<file path="src/sv/srecord_stream_validator_defines.svh">
// ----------------------------------------------------------------------------
// S-record stream validator assertion macros
// Concurrent checks; empty when SYNTHESIS is defined.
// ----------------------------------------------------------------------------
`ifndef SRECORD_STREAM_VALIDATOR_DEFINES_SVH
`define SRECORD_STREAM_VALIDATOR_DEFINES_SVH

`ifndef SYNTHESIS
// property p must hold at every edge outside reset
`define SRV_ASSERT(lbl, c, r, p, m) \
  lbl: assert property (@(posedge c) disable iff (r) (p)) else $error(m);
// condition p must never be seen outside reset
`define SRV_NEVER(lbl, c, r, p, m) \
  lbl: assert property (@(posedge c) disable iff (r) !(p)) else $error(m);
`else
`define SRV_ASSERT(lbl, c, r, p, m)
`define SRV_NEVER(lbl, c, r, p, m)
`endif

`endif

</file>
<file path="src/sv/srv_pkg.sv">
// ----------------------------------------------------------------------------
// srv_pkg
// Shared constants, item types and hex decode for the S-record validator.
// ----------------------------------------------------------------------------
package srv_pkg;

  localparam int MAX_LINE_CHARS = 248;
  localparam int TOTAL_WIDTH    = 32;
  localparam int LINE_W         = $clog2(MAX_LINE_CHARS + 1);

  localparam int OUTQ_DEPTH = 4;
  localparam int OUTQ_AW    = $clog2(OUTQ_DEPTH);

  // result status codes
  localparam logic [3:0] ST_OK        = 4'd0;
  localparam logic [3:0] ST_TOO_LONG  = 4'd1;
  localparam logic [3:0] ST_SYNTAX    = 4'd2;
  localparam logic [3:0] ST_COUNT     = 4'd3;
  localparam logic [3:0] ST_LENGTH    = 4'd4;
  localparam logic [3:0] ST_HEX       = 4'd5;
  localparam logic [3:0] ST_CHECKSUM  = 4'd6;
  localparam logic [3:0] ST_S9_DATA   = 4'd7;
  localparam logic [3:0] ST_AFTER_S9  = 4'd8;
  localparam logic [3:0] ST_S9_FIRST  = 4'd9;
  localparam logic [3:0] ST_S1_EMPTY  = 4'd10;
  localparam logic [3:0] ST_MISSING   = 4'd11;
  localparam logic [3:0] ST_OVERFLOW  = 4'd12;

  localparam logic [7:0] CH_S     = 8'h53;
  localparam logic [7:0] CH_ONE   = 8'h31;
  localparam logic [7:0] CH_NINE  = 8'h39;
  localparam logic [7:0] CH_ZERO  = 8'h30;
  localparam logic [7:0] CH_UA    = 8'h41;
  localparam logic [7:0] CH_UF    = 8'h46;
  localparam logic [7:0] CH_LA    = 8'h61;
  localparam logic [7:0] CH_LF_LC = 8'h66;
  localparam logic [7:0] CH_LF    = 8'h0A;
  localparam logic [7:0] CH_CR    = 8'h0D;
  localparam logic [7:0] CSUM_OK  = 8'hFF;

  typedef struct packed {
    logic [7:0] in_char;
    logic       end_of_stream;
  } in_item_t;

  typedef struct packed {
    logic [3:0]  status;
    logic        is_final;
    logic        record_is_termination;
    logic [7:0]  line_data_bytes;
    logic [15:0] load_address;
    logic [31:0] total_records;
    logic [31:0] total_data_bytes;
    logic [15:0] entry_address;
  } out_item_t;

  // {valid, nibble}
  function automatic logic [4:0] hex_decode(input logic [7:0] c);
    logic [4:0] r;
    r = '0;
    if (c >= CH_ZERO && c <= CH_NINE) begin
      r = {1'b1, 4'(c - CH_ZERO)};
    end else if (c >= CH_UA && c <= CH_UF) begin
      r = {1'b1, 4'(c - CH_UA + 8'd10)};
    end else if (c >= CH_LA && c <= CH_LF_LC) begin
      r = {1'b1, 4'(c - CH_LA + 8'd10)};
    end
    return r;
  endfunction

endpackage

</file>
<file path="src/sv/srv_outq.sv">
// ----------------------------------------------------------------------------
// srv_outq
// Four-entry result queue; takes up to two items a cycle, gives one.
// ----------------------------------------------------------------------------
module srv_outq (
  input  logic                     clk,
  input  logic                     rst,
  input  logic [1:0]               wr_count,
  input  srv_pkg::out_item_t       wr0,
  input  srv_pkg::out_item_t       wr1,
  input  logic                     rd,
  output srv_pkg::out_item_t       head,
  output logic [srv_pkg::OUTQ_AW:0] level
);

  srv_pkg::out_item_t        mem [srv_pkg::OUTQ_DEPTH];
  logic [srv_pkg::OUTQ_AW-1:0] wr_ptr;
  logic [srv_pkg::OUTQ_AW-1:0] rd_ptr;
  logic [srv_pkg::OUTQ_AW-1:0] wr_ptr_inc;

  assign wr_ptr_inc = wr_ptr + 1'b1;
  assign head       = mem[rd_ptr];

  always_ff @(posedge clk) begin
    if (wr_count != 2'd0) begin
      mem[wr_ptr] <= wr0;
    end
    if (wr_count == 2'd2) begin
      mem[wr_ptr_inc] <= wr1;
    end
  end

  always_ff @(posedge clk) begin
    if (rst) begin
      wr_ptr <= '0;
      rd_ptr <= '0;
      level  <= '0;
    end else begin
      wr_ptr <= wr_ptr + srv_pkg::OUTQ_AW'(wr_count);
      if (rd) begin
        rd_ptr <= rd_ptr + 1'b1;
      end
      level <= level + (srv_pkg::OUTQ_AW + 1)'(wr_count)
                     - (srv_pkg::OUTQ_AW + 1)'(rd);
    end
  end

endmodule

</file>
<file path="src/sv/srv_parser.sv">
// ----------------------------------------------------------------------------
// srv_parser
// Per-line S1/S9 record checks, stream ordering, totals and sticky status.
// ----------------------------------------------------------------------------
module srv_parser (
  input  logic               clk,
  input  logic               rst,
  input  logic               take,
  input  srv_pkg::in_item_t  item,
  output logic [1:0]         res_count,
  output srv_pkg::out_item_t res0,
  output srv_pkg::out_item_t res1
);

  localparam int LW    = srv_pkg::LINE_W;
  localparam int TW    = srv_pkg::TOTAL_WIDTH;
  localparam int CMP_W = (LW > 10) ? LW : 10;

  typedef struct packed {
    logic [LW-1:0] length;
    logic [LW-1:0] ret_start;
    logic [3:0]    nib;
    logic          nine;
    logic [7:0]    count;
    logic [7:0]    csum;
    logic [15:0]   addr;
    logic          header_bad;
    logic          hex_bad;
    logic          pending;
  } line_t;

  line_t         ln, ln_next, tk;
  logic          saw_data, saw_data_next;
  logic          saw_end, saw_end_next;
  logic [TW-1:0] records_seen, records_seen_next;
  logic [TW-1:0] bytes_seen, bytes_seen_next;
  logic [15:0]   start_hold, start_hold_next;
  logic          halted, halted_next;
  logic [3:0]    halt_status, halt_status_next;

  logic [7:0]    c;
  logic [4:0]    hx;
  logic [7:0]    b;
  logic [LW-1:0] len;
  logic [7:0]    data;
  logic [TW:0]   bytes_sum;
  logic [TW-1:0] rec_inc;
  logic [3:0]    fl_status;
  logic [3:0]    fin_status;
  logic          fin_ok;

  function automatic srv_pkg::out_item_t mk_res(
    input logic [3:0]    st,
    input logic          fin,
    input logic          nine,
    input logic [7:0]    dat,
    input logic [15:0]   adr,
    input logic [TW-1:0] rec,
    input logic [TW-1:0] byt,
    input logic [15:0]   sa
  );
    srv_pkg::out_item_t r;
    r.status                = st;
    r.is_final              = fin;
    r.record_is_termination = nine;
    r.line_data_bytes       = dat;
    r.load_address          = adr;
    r.total_records         = 32'(rec);
    r.total_data_bytes      = 32'(byt);
    r.entry_address         = sa;
    return r;
  endfunction

  assign c  = item.in_char;
  assign hx = srv_pkg::hex_decode(c);
  assign b  = {ln.nib, hx[3:0]};

  // ---- end-of-line checks on the current line ----
  assign len       = ln.pending ? ln.ret_start : ln.length;
  assign data      = ln.count - 8'd3;
  assign bytes_sum = {1'b0, bytes_seen} + (TW + 1)'(data);
  assign rec_inc   = (records_seen == '1) ? records_seen : records_seen + 1'b1;

  always_comb begin
    fl_status = srv_pkg::ST_OK;
    if (saw_end) begin
      fl_status = srv_pkg::ST_AFTER_S9;
    end else if (ln.header_bad || len < LW'(4)) begin
      fl_status = srv_pkg::ST_SYNTAX;
    end else if (ln.count < 8'd3) begin
      fl_status = srv_pkg::ST_COUNT;
    end else if (CMP_W'(len) != CMP_W'(4) + CMP_W'({ln.count, 1'b0})) begin
      fl_status = srv_pkg::ST_LENGTH;
    end else if (ln.hex_bad) begin
      fl_status = srv_pkg::ST_HEX;
    end else if (ln.csum != srv_pkg::CSUM_OK) begin
      fl_status = srv_pkg::ST_CHECKSUM;
    end else if (ln.nine && data != 8'd0) begin
      fl_status = srv_pkg::ST_S9_DATA;
    end else if (ln.nine && !saw_data) begin
      fl_status = srv_pkg::ST_S9_FIRST;
    end else if (!ln.nine && data == 8'd0) begin
      fl_status = srv_pkg::ST_S1_EMPTY;
    end else if (bytes_sum[TW]) begin
      fl_status = srv_pkg::ST_OVERFLOW;
    end
  end

  // ---- ordinary character into the current line ----
  always_comb begin
    tk = ln;
    if (ln.pending) begin
      // CR run followed by more text: the CR counts as a bad character
      if (ln.ret_start < LW'(4)) begin
        tk.header_bad = 1'b1;
      end else begin
        tk.hex_bad = 1'b1;
      end
      tk.pending = 1'b0;
    end
    if (ln.length == LW'(0)) begin
      if (c != srv_pkg::CH_S) tk.header_bad = 1'b1;
    end else if (ln.length == LW'(1)) begin
      if (c == srv_pkg::CH_NINE) begin
        tk.nine = 1'b1;
      end else if (c != srv_pkg::CH_ONE) begin
        tk.header_bad = 1'b1;
      end
    end else if (ln.length == LW'(2)) begin
      if (!hx[4]) tk.header_bad = 1'b1;
      else        tk.nib = hx[3:0];
    end else if (ln.length == LW'(3)) begin
      if (!hx[4]) begin
        tk.header_bad = 1'b1;
      end else begin
        tk.count = b;
        tk.csum  = b;
      end
    end else if (!hx[4]) begin
      tk.hex_bad = 1'b1;
    end else if (!ln.length[0]) begin
      tk.nib = hx[3:0];
    end else begin
      tk.csum = ln.csum + b;
      // first two bytes after the count form the address
      if (ln.length < LW'(8)) tk.addr = {ln.addr[7:0], b};
    end
    tk.length = ln.length + 1'b1;
  end

  // ---- next state and results ----
  always_comb begin
    ln_next           = ln;
    saw_data_next     = saw_data;
    saw_end_next      = saw_end;
    records_seen_next = records_seen;
    bytes_seen_next   = bytes_seen;
    start_hold_next   = start_hold;
    halted_next       = halted;
    halt_status_next  = halt_status;
    res_count         = 2'd0;
    res0              = '0;
    res1              = '0;
    fin_ok            = 1'b1;
    fin_status        = halt_status;

    if (item.end_of_stream) begin
      ln_next = '0;
      if (!halted) begin
        if (ln.length != LW'(0)) begin
          res_count = 2'd1;
          if (fl_status != srv_pkg::ST_OK) begin
            fin_ok = 1'b0;
            fin_status = fl_status;
            res0 = mk_res(fl_status, 1'b0, 1'b0, 8'd0, 16'd0,
                          records_seen, bytes_seen, start_hold);
          end else begin
            records_seen_next = rec_inc;
            bytes_seen_next   = bytes_sum[TW-1:0];
            if (ln.nine) begin
              saw_end_next    = 1'b1;
              start_hold_next = ln.addr;
            end else begin
              saw_data_next = 1'b1;
            end
            res0 = mk_res(srv_pkg::ST_OK, 1'b0, ln.nine, data, ln.addr,
                          rec_inc, bytes_sum[TW-1:0], start_hold_next);
          end
        end
        if (fin_ok) begin
          if (records_seen_next == '0 || !saw_data_next || !saw_end_next) begin
            fin_status = srv_pkg::ST_MISSING;
          end else begin
            fin_status = srv_pkg::ST_OK;
          end
        end
        halted_next      = 1'b1;
        halt_status_next = fin_status;
      end
      if (res_count == 2'd0) begin
        res0 = mk_res(fin_status, 1'b1, 1'b0, 8'd0, 16'd0,
                      records_seen_next, bytes_seen_next, start_hold_next);
        res_count = 2'd1;
      end else begin
        res1 = mk_res(fin_status, 1'b1, 1'b0, 8'd0, 16'd0,
                      records_seen_next, bytes_seen_next, start_hold_next);
        res_count = 2'd2;
      end
    end else if (!halted) begin
      if (ln.length >= LW'(srv_pkg::MAX_LINE_CHARS) && c != srv_pkg::CH_LF) begin
        halted_next      = 1'b1;
        halt_status_next = srv_pkg::ST_TOO_LONG;
        ln_next          = '0;
        res_count        = 2'd1;
        res0 = mk_res(srv_pkg::ST_TOO_LONG, 1'b0, 1'b0, 8'd0, 16'd0,
                      records_seen, bytes_seen, start_hold);
      end else if (c == srv_pkg::CH_LF) begin
        ln_next   = '0;
        res_count = 2'd1;
        if (fl_status != srv_pkg::ST_OK) begin
          halted_next      = 1'b1;
          halt_status_next = fl_status;
          res0 = mk_res(fl_status, 1'b0, 1'b0, 8'd0, 16'd0,
                        records_seen, bytes_seen, start_hold);
        end else begin
          records_seen_next = rec_inc;
          bytes_seen_next   = bytes_sum[TW-1:0];
          if (ln.nine) begin
            saw_end_next    = 1'b1;
            start_hold_next = ln.addr;
          end else begin
            saw_data_next = 1'b1;
          end
          res0 = mk_res(srv_pkg::ST_OK, 1'b0, ln.nine, data, ln.addr,
                        rec_inc, bytes_sum[TW-1:0], start_hold_next);
        end
      end else if (c == srv_pkg::CH_CR) begin
        if (!ln.pending) begin
          ln_next.pending   = 1'b1;
          ln_next.ret_start = ln.length;
        end
        ln_next.length = ln.length + 1'b1;
      end else begin
        ln_next = tk;
      end
    end
  end

  always_ff @(posedge clk) begin
    if (rst) begin
      ln           <= '0;
      saw_data     <= 1'b0;
      saw_end      <= 1'b0;
      records_seen <= '0;
      bytes_seen   <= '0;
      start_hold   <= '0;
      halted       <= 1'b0;
      halt_status  <= srv_pkg::ST_OK;
    end else if (take) begin
      ln           <= ln_next;
      saw_data     <= saw_data_next;
      saw_end      <= saw_end_next;
      records_seen <= records_seen_next;
      bytes_seen   <= bytes_seen_next;
      start_hold   <= start_hold_next;
      halted       <= halted_next;
      halt_status  <= halt_status_next;
    end
  end

endmodule

</file>
<file path="src/sv/srecord_stream_validator.sv">
// ----------------------------------------------------------------------------
// srecord_stream_validator
// Path: an accepted character is held in the input register; the parser then writes its result into the result queue.
// Throughput: one character per cycle; the parser takes the input register
// whenever the four-entry result queue has room for two items.
// Reset (rst, synchronous): clears line state, totals, sticky status and queue.
// ----------------------------------------------------------------------------
`include "srecord_stream_validator_defines.svh"

module srecord_stream_validator (
  input  logic               clk,
  input  logic               rst,
  input  logic               char_valid,
  output logic               char_stall,
  input  srv_pkg::in_item_t  char_item,
  output logic               res_valid,
  input  logic               res_stall,
  output srv_pkg::out_item_t res_item
);

  logic                      in_valid_q;
  srv_pkg::in_item_t         in_q;
  logic                      take;
  logic [1:0]                res_count;
  srv_pkg::out_item_t        res0;
  srv_pkg::out_item_t        res1;
  logic [srv_pkg::OUTQ_AW:0] level;
  logic                      pop;

  // room for the worst case of two results from one item
  assign take       = in_valid_q &&
                      (level <= (srv_pkg::OUTQ_AW + 1)'(srv_pkg::OUTQ_DEPTH - 2));
  assign char_stall = in_valid_q && !take;
  assign res_valid  = (level != '0);
  assign pop        = res_valid && !res_stall;

  always_ff @(posedge clk) begin
    if (rst) begin
      in_valid_q <= 1'b0;
    end else if (!char_stall) begin
      in_valid_q <= char_valid;
    end
  end

  always_ff @(posedge clk) begin
    if (!char_stall && char_valid) begin
      in_q <= char_item;
    end
  end

  srv_parser u_parser (
    .clk       (clk),
    .rst       (rst),
    .take      (take),
    .item      (in_q),
    .res_count (res_count),
    .res0      (res0),
    .res1      (res1)
  );

  srv_outq u_outq (
    .clk      (clk),
    .rst      (rst),
    .wr_count (take ? res_count : 2'd0),
    .wr0      (res0),
    .wr1      (res1),
    .rd       (pop),
    .head     (res_item),
    .level    (level)
  );

  `SRV_NEVER(a_queue_over, clk, rst, level > (srv_pkg::OUTQ_AW + 1)'(srv_pkg::OUTQ_DEPTH), "result queue overfilled")
  `SRV_ASSERT(a_stall_held, clk, rst, char_stall |-> in_valid_q, "stall without a held item")
  `SRV_ASSERT(a_eos_result, clk, rst, (take && in_q.end_of_stream) |=> (level != '0), "end of stream gave no summary")

endmodule
</file>
<file path="config.mk">
export PLATFORM = sky130hd
export DESIGN_NAME = srecord_stream_validator
export DESIGN_NICKNAME = d
export VERILOG_FILES = /design/src/sv/srv_pkg.sv /design/src/sv/srv_outq.sv /design/src/sv/srv_parser.sv /design/src/sv/srecord_stream_validator.sv
export VERILOG_INCLUDE_DIRS = /design/src /design/src/sv
export SDC_FILE = /design/constraint.sdc
export NUM_CORES = 1
export LEC_CHECK = 0
export BUFFER_PORTS_ARGS = -buffer_cell sky130_fd_sc_hd__buf_2
export CAP_MARGIN = 20
export CORE_AREA = 2 2 423 257
export CTS_CLUSTER_DIAMETER = 40
export CTS_CLUSTER_SIZE = 20
export DETAILED_ROUTE_END_ITERATION = 10
export DIE_AREA = 0 0 425 259
export MAX_ROUTING_LAYER = met4
export PLACE_DENSITY = 0.42
export SYNTH_ARGS = -nofsm -noshare
export SYNTH_HDL_FRONTEND = slang
export SYNTH_SLANG_ARGS = --single-unit
</file>
<file path="constraint.sdc">
create_clock -name clk -period 15.9 [get_ports clk]
set_input_delay 0 -clock clk [delete_from_list [all_inputs] [get_ports clk]]
set_output_delay 0 -clock clk [all_outputs]
set_load 0.03 [all_outputs]
</file>
======== Word level (Yosys, flattened, before mapping) ========
Memories as Yosys holds them, arrays and structs flattened. A register that Yosys moved wholly into a read port is not among the register bits.
Cells that the tools add are included.
operators by class
  $add $sub $neg .......................... 16
  order comparisons ....................... 12
  equality and inequality tests ........... 22
  multiplexer cells ....................... 143
  bitwise operators ....................... 1
  reductions and logical operators ........ 51
operators by type and width
  operator                 count
  $mux W110                10
  $mux W32                 19
  $mux W56                 4
  $mux W16                 11
  $mux W4                  25
  $mux W1                  53
  $mux W24                 2
  $mux W39                 1
  $mux W37                 1
  $add A32 B8 Y33          1
  $add A32 B1 Y32 const B  1
  $eq A32 B32 Y1 const B   1
  $logic_not A32 Y1        1
  $mux W8                  4
  $reduce_bool A4 Y1       8
  $reduce_and A8 Y1        3
  $mux W2                  9
  $eq A8 B2 Y1 const B     2
  $eq A8 B4 Y1 const B     2
  $ge A8 B7 Y1 const B     2
  $le A8 B7 Y1 const B     2
  $logic_not A8 Y1         2
  $lt A8 B3 Y1 const B     2
  $ne A4 B4 Y1 const B     4
  other kinds (44)         75
word-level totals
  flip-flop bits (word level) ............. 160
  memory bits (writable) .................. 440
  input bits .............................. 13
  output and inout port bits .............. 112
  word-level logic and storage cells ...... 269
  memories ................................ 1
memory list
  memory      words  bits a word  read ports  clocked after memory_dff  write ports  line            source
  u_outq.mem  4      110          1           1                         2            srv_outq.sv:16  srv_pkg::out_item_t mem [srv_pkg::OUTQ_DEPTH];

======== Longest topological paths before layout ========
Gate-level depths: netlist of the first run.
  depth after elaboration ................. 25
  depth in mapped cells ................... 21
  gate-level depth less buffers ........... 19

======== Hierarchy ========
From an unflattened synthesis of the first run, not the netlist that was laid out.
unflattened totals
  cells, all modules ...................... 2908
  area total of the unflattened synthesis .. 34132.7 um^2
by module, submodules not included
  module                    instances  cells an instance  area an instance (um^2)  sequential area each (um^2)
  srv_outq                  1          1108               21627.0                  13392.8
  srv_parser                1          1778               12116.6                  2862.7
  srecord_stream_validator  1          22                 389.1                    290.3

======== Worst setup path after synthesis of the first run ========
Ideal clock, no wire load.
  kind .................................... reg2reg
  start ................................... register u_parser.ln[52] in the netlist's numbering
  end ..................................... memory u_outq.mem[2][35] in the netlist's numbering (data pin)
  setup time .............................. 0.268 ns
  arrival time ............................ 4.906 ns
  data required time ...................... 15.632 ns
  path slack .............................. 10.726 ns
  stages on the path, launching flop included .. 17
  buffers on the path ..................... 3
  period minus slack after synthesis ...... 5.174 ns
  cell sequence ........................... dfxtp_1 or3_1 nor4_1 and2_0 clkbuf_1 nor2_1 nand2_1 nor2_1 and3_1 clkbuf_1 nor2_1 inv_1 a22oi_1 clkbuf_1 nor2_1 o21ai_0 o31ai_1
RTL lines
  what                    line               source
  start, declared         srv_parser.sv:32   line_t ln, ln_next, tk;
  start signal, assigned  srv_parser.sv:260  ln <= ln_next;
  end, declared           srv_outq.sv:16

==> results of run 1 <==
==> per-layer routing <==
layer / GRT usage [%] / vias up / routed length (um)
met5: - / - / 0
met3: 5.31 / 187 / 12200
met1: 35.6 / 13798 / 62300
li1: - / 11966 / -
met4: 4.97 / 0 / 2120
met2: 32.5 / 1359 / 53800
==> registers in the layout (all words and copies together) (netlist names), named ones only <==
| name | flops |
|---|---|
| u_parser.halt_status | 4 |
| u_parser.records_seen | 32 |
| u_parser.saw_data | 1 |
| u_parser.start_hold | 16 |
| in_q | 9 |
| u_parser.bytes_seen | 32 |
| u_parser.b | 4 |
| u_outq.rd_ptr | 2 |
| in_valid_q | 1 |
| u_outq.wr_ptr | 2 |
| u_parser.saw_end | 1 |
| u_parser.halted | 1 |
| u_parser.ln | 52 |
| u_outq.level | 3 |
| u_outq.mem | 440 |
==> stage by stage <==
step                instance area (um2)  std cells  hold WS, ns
global route                      37000       4678       0.0364
detailed placement                33600       4490        0.183
global placement                  33600       4489        0.178
CTS                               37000       4675      0.00957
floorplan                         31600       3153       0.0989
finish                            37000       4681       0.0570
==> kinds of logic (layout without fill, tap and decap cells) <==
family,after synthesis,after routing
mux,152,152
fa+ha+maj,34,34
flops,602,602
xor+xnor,144,144
other cells,0,4
simple gates,997,997
compound gates,898,898
buf+inv,326,425
==> critical path: stages (launching register included) <==
cell and delay (ns):
sky130_fd_sc_hd__dfxtp_1 0.52, sky130_fd_sc_hd__inv_1 0.08, sky130_fd_sc_hd__ha_1 0.22, sky130_fd_sc_hd__a21oi_1 0.23, sky130_fd_sc_hd__nand2b_1 0.10, sky130_fd_sc_hd__nor4_1 0.23
sky130_fd_sc_hd__xor2_1 0.26, sky130_fd_sc_hd__ha_1 0.32, sky130_fd_sc_hd__a21oi_1 0.16, sky130_fd_sc_hd__o21ai_0 0.12, sky130_fd_sc_hd__o211ai_1 0.30, sky130_fd_sc_hd__or4b_4 0.66
sky130_fd_sc_hd__or4_1 0.61, sky130_fd_sc_hd__nor2_1 0.21, sky130_fd_sc_hd__xnor2_1 0.27, sky130_fd_sc_hd__nand4_1 0.15, sky130_fd_sc_hd__or4b_4 0.56, sky130_fd_sc_hd__o31ai_4 0.51
sky130_fd_sc_hd__nor2_2 0.17, sky130_fd_sc_hd__o32ai_2 0.29
==> final timing paths <==
kind,to,from,depth (start not counted),slack (ns)
max,u_outq.mem[1][106],u_parser.ln[29],19,9.72
min,in_q[3],char_item[3],2,0.06
max reg2reg,u_outq.mem[1][106],u_parser.ln[29],19,9.72
min reg2reg,u_outq.mem[3][102],u_outq.mem[3][102],2,0.45
==> cells in the mapped netlist (8+ instances only) <==
master                      instances  area, um2
sky130_fd_sc_hd__a211oi_1          34        255
sky130_fd_sc_hd__a21oi_1          151        756
sky130_fd_sc_hd__a22o_1            71        622
sky130_fd_sc_hd__a22oi_1           50        375
sky130_fd_sc_hd__a2bb2oi_1          8       70.1
sky130_fd_sc_hd__a31oi_1           12       75.1
sky130_fd_sc_hd__and2_1            12       75.1
sky130_fd_sc_hd__and3_1            23        144
sky130_fd_sc_hd__buf_1             32        120
sky130_fd_sc_hd__clkbuf_1         242        908
sky130_fd_sc_hd__dfxtp_1          253       5060
sky130_fd_sc_hd__edfxtp_1         349      10500
sky130_fd_sc_hd__ha_1              31        388
sky130_fd_sc_hd__inv_1             38        143
sky130_fd_sc_hd__mux2i_1           41        410
sky130_fd_sc_hd__mux4_2           110       2480
sky130_fd_sc_hd__nand2_1          283       1060
sky130_fd_sc_hd__nand3_1           91        455
sky130_fd_sc_hd__nand4_1           33        206
sky130_fd_sc_hd__nor2_1           381       1430
sky130_fd_sc_hd__nor2b_1           14       87.6
sky130_fd_sc_hd__nor3_1            40        200
sky130_fd_sc_hd__nor4_1            29        181
sky130_fd_sc_hd__o211ai_1          10       75.1
sky130_fd_sc_hd__o21ai_0          243       1220
sky130_fd_sc_hd__o22ai_1          216       1350
sky130_fd_sc_hd__o31a_1             9       78.8
sky130_fd_sc_hd__o31ai_1           35        263
sky130_fd_sc_hd__or3_1             35        219
sky130_fd_sc_hd__or4_1              9       67.6
sky130_fd_sc_hd__xnor2_1           87        762
sky130_fd_sc_hd__xor2_1            57        499
==> layout make-up <==
| cell class | instances | area (um2) |
|---|---|---|
| multi-input combinational | 2225 | 14900 |
| fill | 10671 | 69300 |
| clock buffer | 110 | 2560 |
| tap | 1425 | 1780 |
| sequential | 602 | 15600 |
| inverter | 40 | 160 |
| timing repair buffer | 213 | 1330 |
| clock inverter | 62 | 694 |
| antenna | 4 | 10.0 |
==> power groups by stage <==
stage | Clock [uW] | Sequential, uW | Combinational (uW)
final | 2120 | 1730 | 845
after global routing | 2230 | 1740 | 893
after CTS | 2160 | 1730 | 857
after detailed placement | 0 | 1760 | 853
after global placement | 0 | 1760 | 851
after floorplan | 0 | 1730 | 577
==> run summary, run 1 <==
Asr flop ratio synth: 0%
# resized after CTS: 0
Clock insertion delay at the later pin of the skew report: 0.69 ns
Max_cap viols: 0
Num rows: 93
Worst Tran Pin Value: 1.16 ns
Most frequently used flop master after synthesis: sky130_fd_sc_hd__edfxtp_1
Largest net degree at the start of global routing: 91
1st-pass router iterations: 9
Syn nets: 3200
Fraction of final layout cells sized beyond drive strength 1: 16.1%
Final Cycle Share: 38.9%
Post-synthesis compound-gate area fraction: 17.9%
Final count of pins violating max slew: 0
Library cells used by synthesis: 85
Top library cells by usage in the layout, fill and taps aside: sky130_fd_sc_hd__nor2_1 (372), sky130_fd_sc_hd__edfxtp_1 (349), sky130_fd_sc_hd__nand2_1 (282)
Number of clock sinks: 602
CP Capture Type: flip-flop
Number of buffers inserted for hold repair after clock tree synthesis: 13
Iteration-0 DRC Markers: 3397
Commonest non-fill, non-tap cell in the layout: sky130_fd_sc_hd__nor2_1
Number of register bits inferred by synthesis: 602
Share of the yosys chip area belonging to registers: 49.2%
CTS HTree Levels: 3
Number of vias per cell after detailed routing: 5.83
Sw Share: 31.2%
Part of the total power dissipated in combinational logic: 18.0%
Cell leakage power: 0.0116 uW
Standard cell core area: 106000 um2
Max Fclk: 162 MHz
All-Layer GR Usage: 23.8%
Synth warn: 0
Psw: 1460 uW
Number of enable-type register cells in the synthesized netlist: 349
WL final: 130 mm
Via count: 27310
Clock-pin slew on the worst setup and hold paths: 0.06 ns
Die area: 110000 um2
Layout overhead on the synthesized area: 17.1%
Worst clock skew: 0.0402 ns
Worst path required time: 16.40 ns
Average size of a mapped cell: 10.0 um2
Total number of nets in the final design: 3220
Total power divided by cell area: 127 nW/um2
Hold Violations, Final: 0
Smallest setup slack after layout: 9.72 ns
Critical Setup Path Class: reg2reg
Initial Util: 29.7%
Remaining global-route overflow: 0
Die X-Extent: 425 um
Final min period: 6.18 ns
Number of buffers on the longest clock path: 3
Number of buffer cells added on primary ports: 124
Normalized max-slew margin: 22.7%
Hold Path Class: in2reg
Setup repair after global routing missed its margin: no
Outcome: complete, no violations
Crit path DAT: 6.68 ns
Post-Synthesis Cell Area: 31600 um2
Total power draw: 4700 uW
Combinational family with the most area after synthesis: compound AO/OA/AOI/OAI gates
DRC Markers: 0
TritonCTS buffer count: 91
Gpl congestion: 0.917
Number of antenna violations at the first check in global routing: 4
Clock Tree Root: sky130_fd_sc_hd__clkbuf_16
Chip height: 259 um
Number of failing setup endpoints in the final timing report: 0
TritonCTS clock tree: done
Max FO, Critical Path: 12
Kind of start point of the critical path: flip-flop
Proportion of synthesized area in mux cells: 9.17%
Internal power contribution: 3230 uW
Routed length per instance: 27.8 um
Setup TNS: 0 ns
Global-route wire length before repair: 187 mm
Post-DP HPWL: 82.6 mm
VDD IR-drop max: 0.133 mV
Part of the power in the clock network: 45.2%
IO Pins: 125
XOR/XNOR share of the synthesized area: 3.99%
Power share of the sequential group: 36.8%
Routed Antenna Nets: 0
Synthesized-area fraction occupied by and/or/nand/nor cells: 14.4%
Worst slack after detailed placement: 9.79 ns
Number of global-route vias before repair: 25915
Cells after Synth: 3153
Final Core Density: 34.8%
Post-Synth Adder-Cell Area: 1.42%
Post-CTS Setup Inserts: 0
(Power assumes the default switching activity.)
==> run 2, diff against run 1 <==
--- a/config.mk
+++ b/config.mk
@@ -14,7 +14,7 @@
 export DETAILED_ROUTE_END_ITERATION = 10
 export DIE_AREA = 0 0 425 259
 export MAX_ROUTING_LAYER = met4
-export PLACE_DENSITY = 0.42
+export PLACE_DENSITY = 0.44
 export SYNTH_ARGS = -nofsm -noshare
 export SYNTH_HDL_FRONTEND = slang
 export SYNTH_SLANG_ARGS = --single-unit
==> constraint.sdc (replaced) <==
create_clock -name clk -period 5.1 [get_ports clk]
set_input_delay 0 -clock clk [delete_from_list [all_inputs] [get_ports clk]]
set_output_delay 0 -clock clk [all_outputs]
set_load 0.03 [all_outputs]
==> run summary, run 2 (synthesis gave the netlist of run 1 again) <==
Outcome: complete, no violations (unchanged)
Setup TNS: 0 ns (unchanged)
Normalized max-slew margin: 30.8% (was 22.7%)
Iteration-0 DRC Markers: 3250 (was 3397)
TritonCTS buffer count: 87 (was 91)
Worst hold slack: 0.0422 ns (was 0.0570 ns)
Cell leakage power: 0.0126 uW (was 0.0116 uW)
Num rows: 93 (unchanged)
All-Layer GR Usage: 23.4% (was 23.8%)
Biggest register: u_outq.mem (unchanged)
Filler instances: 10708 (was 10671)
VDD IR-drop max: 0.282 mV (was 0.133 mV)
Routed Antenna Nets: 0 (unchanged)
Worst path required time: 5.62 ns (was 16.40 ns)
Total number of nets in the final design: 3423 (was 3220)
Layout overhead on the synthesized area: 22.9% (was 17.1%)
Initial Util: 29.7% (unchanged)
Chip height: 259 um (unchanged)
Die X-Extent: 425 um (unchanged)
Fraction of final layout cells sized beyond drive strength 1: 22.3% (was 16.1%)
Gpl congestion: 0.947 (was 0.917)
Largest net degree at the start of global routing: 86 (was 91)
Commonest non-fill, non-tap cell in the layout: sky130_fd_sc_hd__nor2_1 (unchanged)
Number of global-route vias before repair: 25746 (was 25915)
Number of failing setup endpoints in the final timing report: 0 (unchanged)
Final non-filler cell area: 38800 um2 (was 37000 um2)
Final min period: 4.91 ns (was 6.18 ns)
Max Fclk: 204 MHz (was 162 MHz)
Via count: 27460 (was 27310)
DRC Markers: 0 (unchanged)
Crit path DAT: 5.43 ns (was 6.68 ns)
Die area: 110000 um2 (unchanged)
Hold Violations, Final: 0 (unchanged)
Worst Tran Pin Value: 1.03 ns (was 1.16 ns)
Number of buffer cells added on primary ports: 124 (unchanged)
Worst clock skew: 0.0432 ns (was 0.0402 ns)
Global-route wire length before repair: 186 mm (was 187 mm)
Number of buffers on the longest clock path: 3 (unchanged)
Total power divided by cell area: 376 nW/um2 (was 127 nW/um2)
Cell-by-cell trace of the critical path: inv_1, ha_2, a21oi_2, nand2b_1, nor4_2, xor2_1, ha_1, a21oi_2, o21ai_2, o211ai_1, buf_4, or4b_4, or4_4, nor2_4, xnor2_2, nand4_1, or4b_4, o31ai_4, buf_6, nor2_4, o32ai_2 (was inv_1, ha_1, a21oi_1, nand2b_1, nor4_1, xor2_1, ha_1, a21oi_1, o21ai_0, o211ai_1, or4b_4, or4_1, nor2_1, xnor2_1, nand4_1, or4b_4, o31ai_4, nor2_2, o32ai_2)
Number of clock sinks: 602 (unchanged)
IO Pins: 125 (unchanged)
CP Capture Type: flip-flop (unchanged)
Largest register FFs: 440 (unchanged)
1st-pass router iterations: 6 (was 9)
Critical Setup Path Class: reg2reg (unchanged)
Hold Path Class: in2reg (unchanged)
Clock Tree Root: sky130_fd_sc_hd__clkbuf_16 (unchanged)
Critical Path Max Stage Delay: 0.54 ns (was 0.66 ns)
Setup repair after global routing missed its margin: yes (was no)
Number of vias per cell after detailed routing: 5.63 (was 5.83)
Clock insertion delay at the later pin of the skew report: 0.70 ns (was 0.69 ns)
Number of antenna violations at the first check in global routing: 3 (was 4)
Worst-path cell with the longest stage delay: sky130_fd_sc_hd__or4b_4 (unchanged)
Top library cells by usage in the layout, fill and taps aside: sky130_fd_sc_hd__nor2_1 (367), sky130_fd_sc_hd__edfxtp_1 (349), sky130_fd_sc_hd__nand2_1 (279) (was sky130_fd_sc_hd__nor2_1 (372), sky130_fd_sc_hd__edfxtp_1 (349), sky130_fd_sc_hd__nand2_1 (282))
Largest regs: u_outq.mem x440, u_parser.ln x52 (unchanged)
Remaining global-route overflow: 0 (unchanged)
Routed length per instance: 26.2 um (was 27.8 um)
WL final: 128 mm (was 130 mm)
TritonCTS clock tree: done (unchanged)
Final count of pins violating max slew: 0 (unchanged)
Clock-pin slew on the worst setup and hold paths: 0.06 ns (about the same)
Kind of start point of the critical path: flip-flop (unchanged)
Max_cap viols: 0 (unchanged)
Max FO, Critical Path: 6 (was 12)
CTS HTree Levels: 3 (unchanged)
Standard cell core area: 106000 um2 (unchanged)
Post-place instance area: 35300 um2 (was 33600 um2)
Final Cycle Share: 96.3% (was 38.9%)
Post-DP HPWL: 84.0 mm (was 82.6 mm)
==> run 2: worst paths after layout <==
kind                startpoint                  to  slack, ns  cells past startpoint
max            u_parser.ln[29]  u_outq.mem[1][106]       0.19                     21
min               char_item[0]             in_q[0]       0.04                      2
max reg2reg    u_parser.ln[29]  u_outq.mem[1][106]       0.19                     21
min reg2reg  u_outq.mem[3][96]   u_outq.mem[3][96]       0.45                      2
==> run 2: cell type report <==
type	instances	area, um2	share of cell area (%)
repair buffers	420	3060	7.87
well taps	1425	1780	4.59
clock inverters	67	787	2.03
flip-flops and latches	602	15600	40.0
diodes	2	5.00	0.0129
inverters	40	161	0.415
multi-input cells	2225	15100	39.0
clock buffers	96	2360	6.08
==> run 2: where the power goes <==
| group | internal (uW) | total [uW] | switching [uW] |
|---|---|---|---|
| clock | 3790 | 6490 | 2700 |
| combinational | 915 | 2700 | 1780 |
| sequential | 5240 | 5410 | 172 |
==> run 2: per-layer routing <==
layer,GRT usage [%],wire [um]
met5,-,0
met3,5.68,12400
met1,36.0,62500
met2,30.7,50900
met4,4.20,1960
==> run 2: through the flow <==
step                worst slack, ns  cells  util, %  power (uW)
floorplan                    0.0317   3153        -        7180
global placement             -0.169   4688     33.1        8210
detailed placement           -0.257   4688     33.1        8210
CTS                         0.00633   4865     36.3       14700
global route                -0.0943   4876     36.5       15100
finish                        0.191   4877     36.5       14600
==> run 2: worst max-delay path, delay by kind of cell (launching register included) <==
kind	cells	cell delay, ns
and+or+nand+nor	8	2.16
adders and majority gates	2	0.49
buffers and inverters	3	0.41
xor gates and xnor gates	2	0.37
DFF	1	0.33
AOI/OAI and AO/OA	6	0.98
==> run 2: repair_timing <==
action | in CTS | in global routing
hold buffers | 12 | 0
resized for setup | 5 | 50
buffers inserted | 2 | 10
setup endpoints to repair | 23 | 77
endpoints found under the hold margin | 52 | 0
pin swaps | 2 | 26
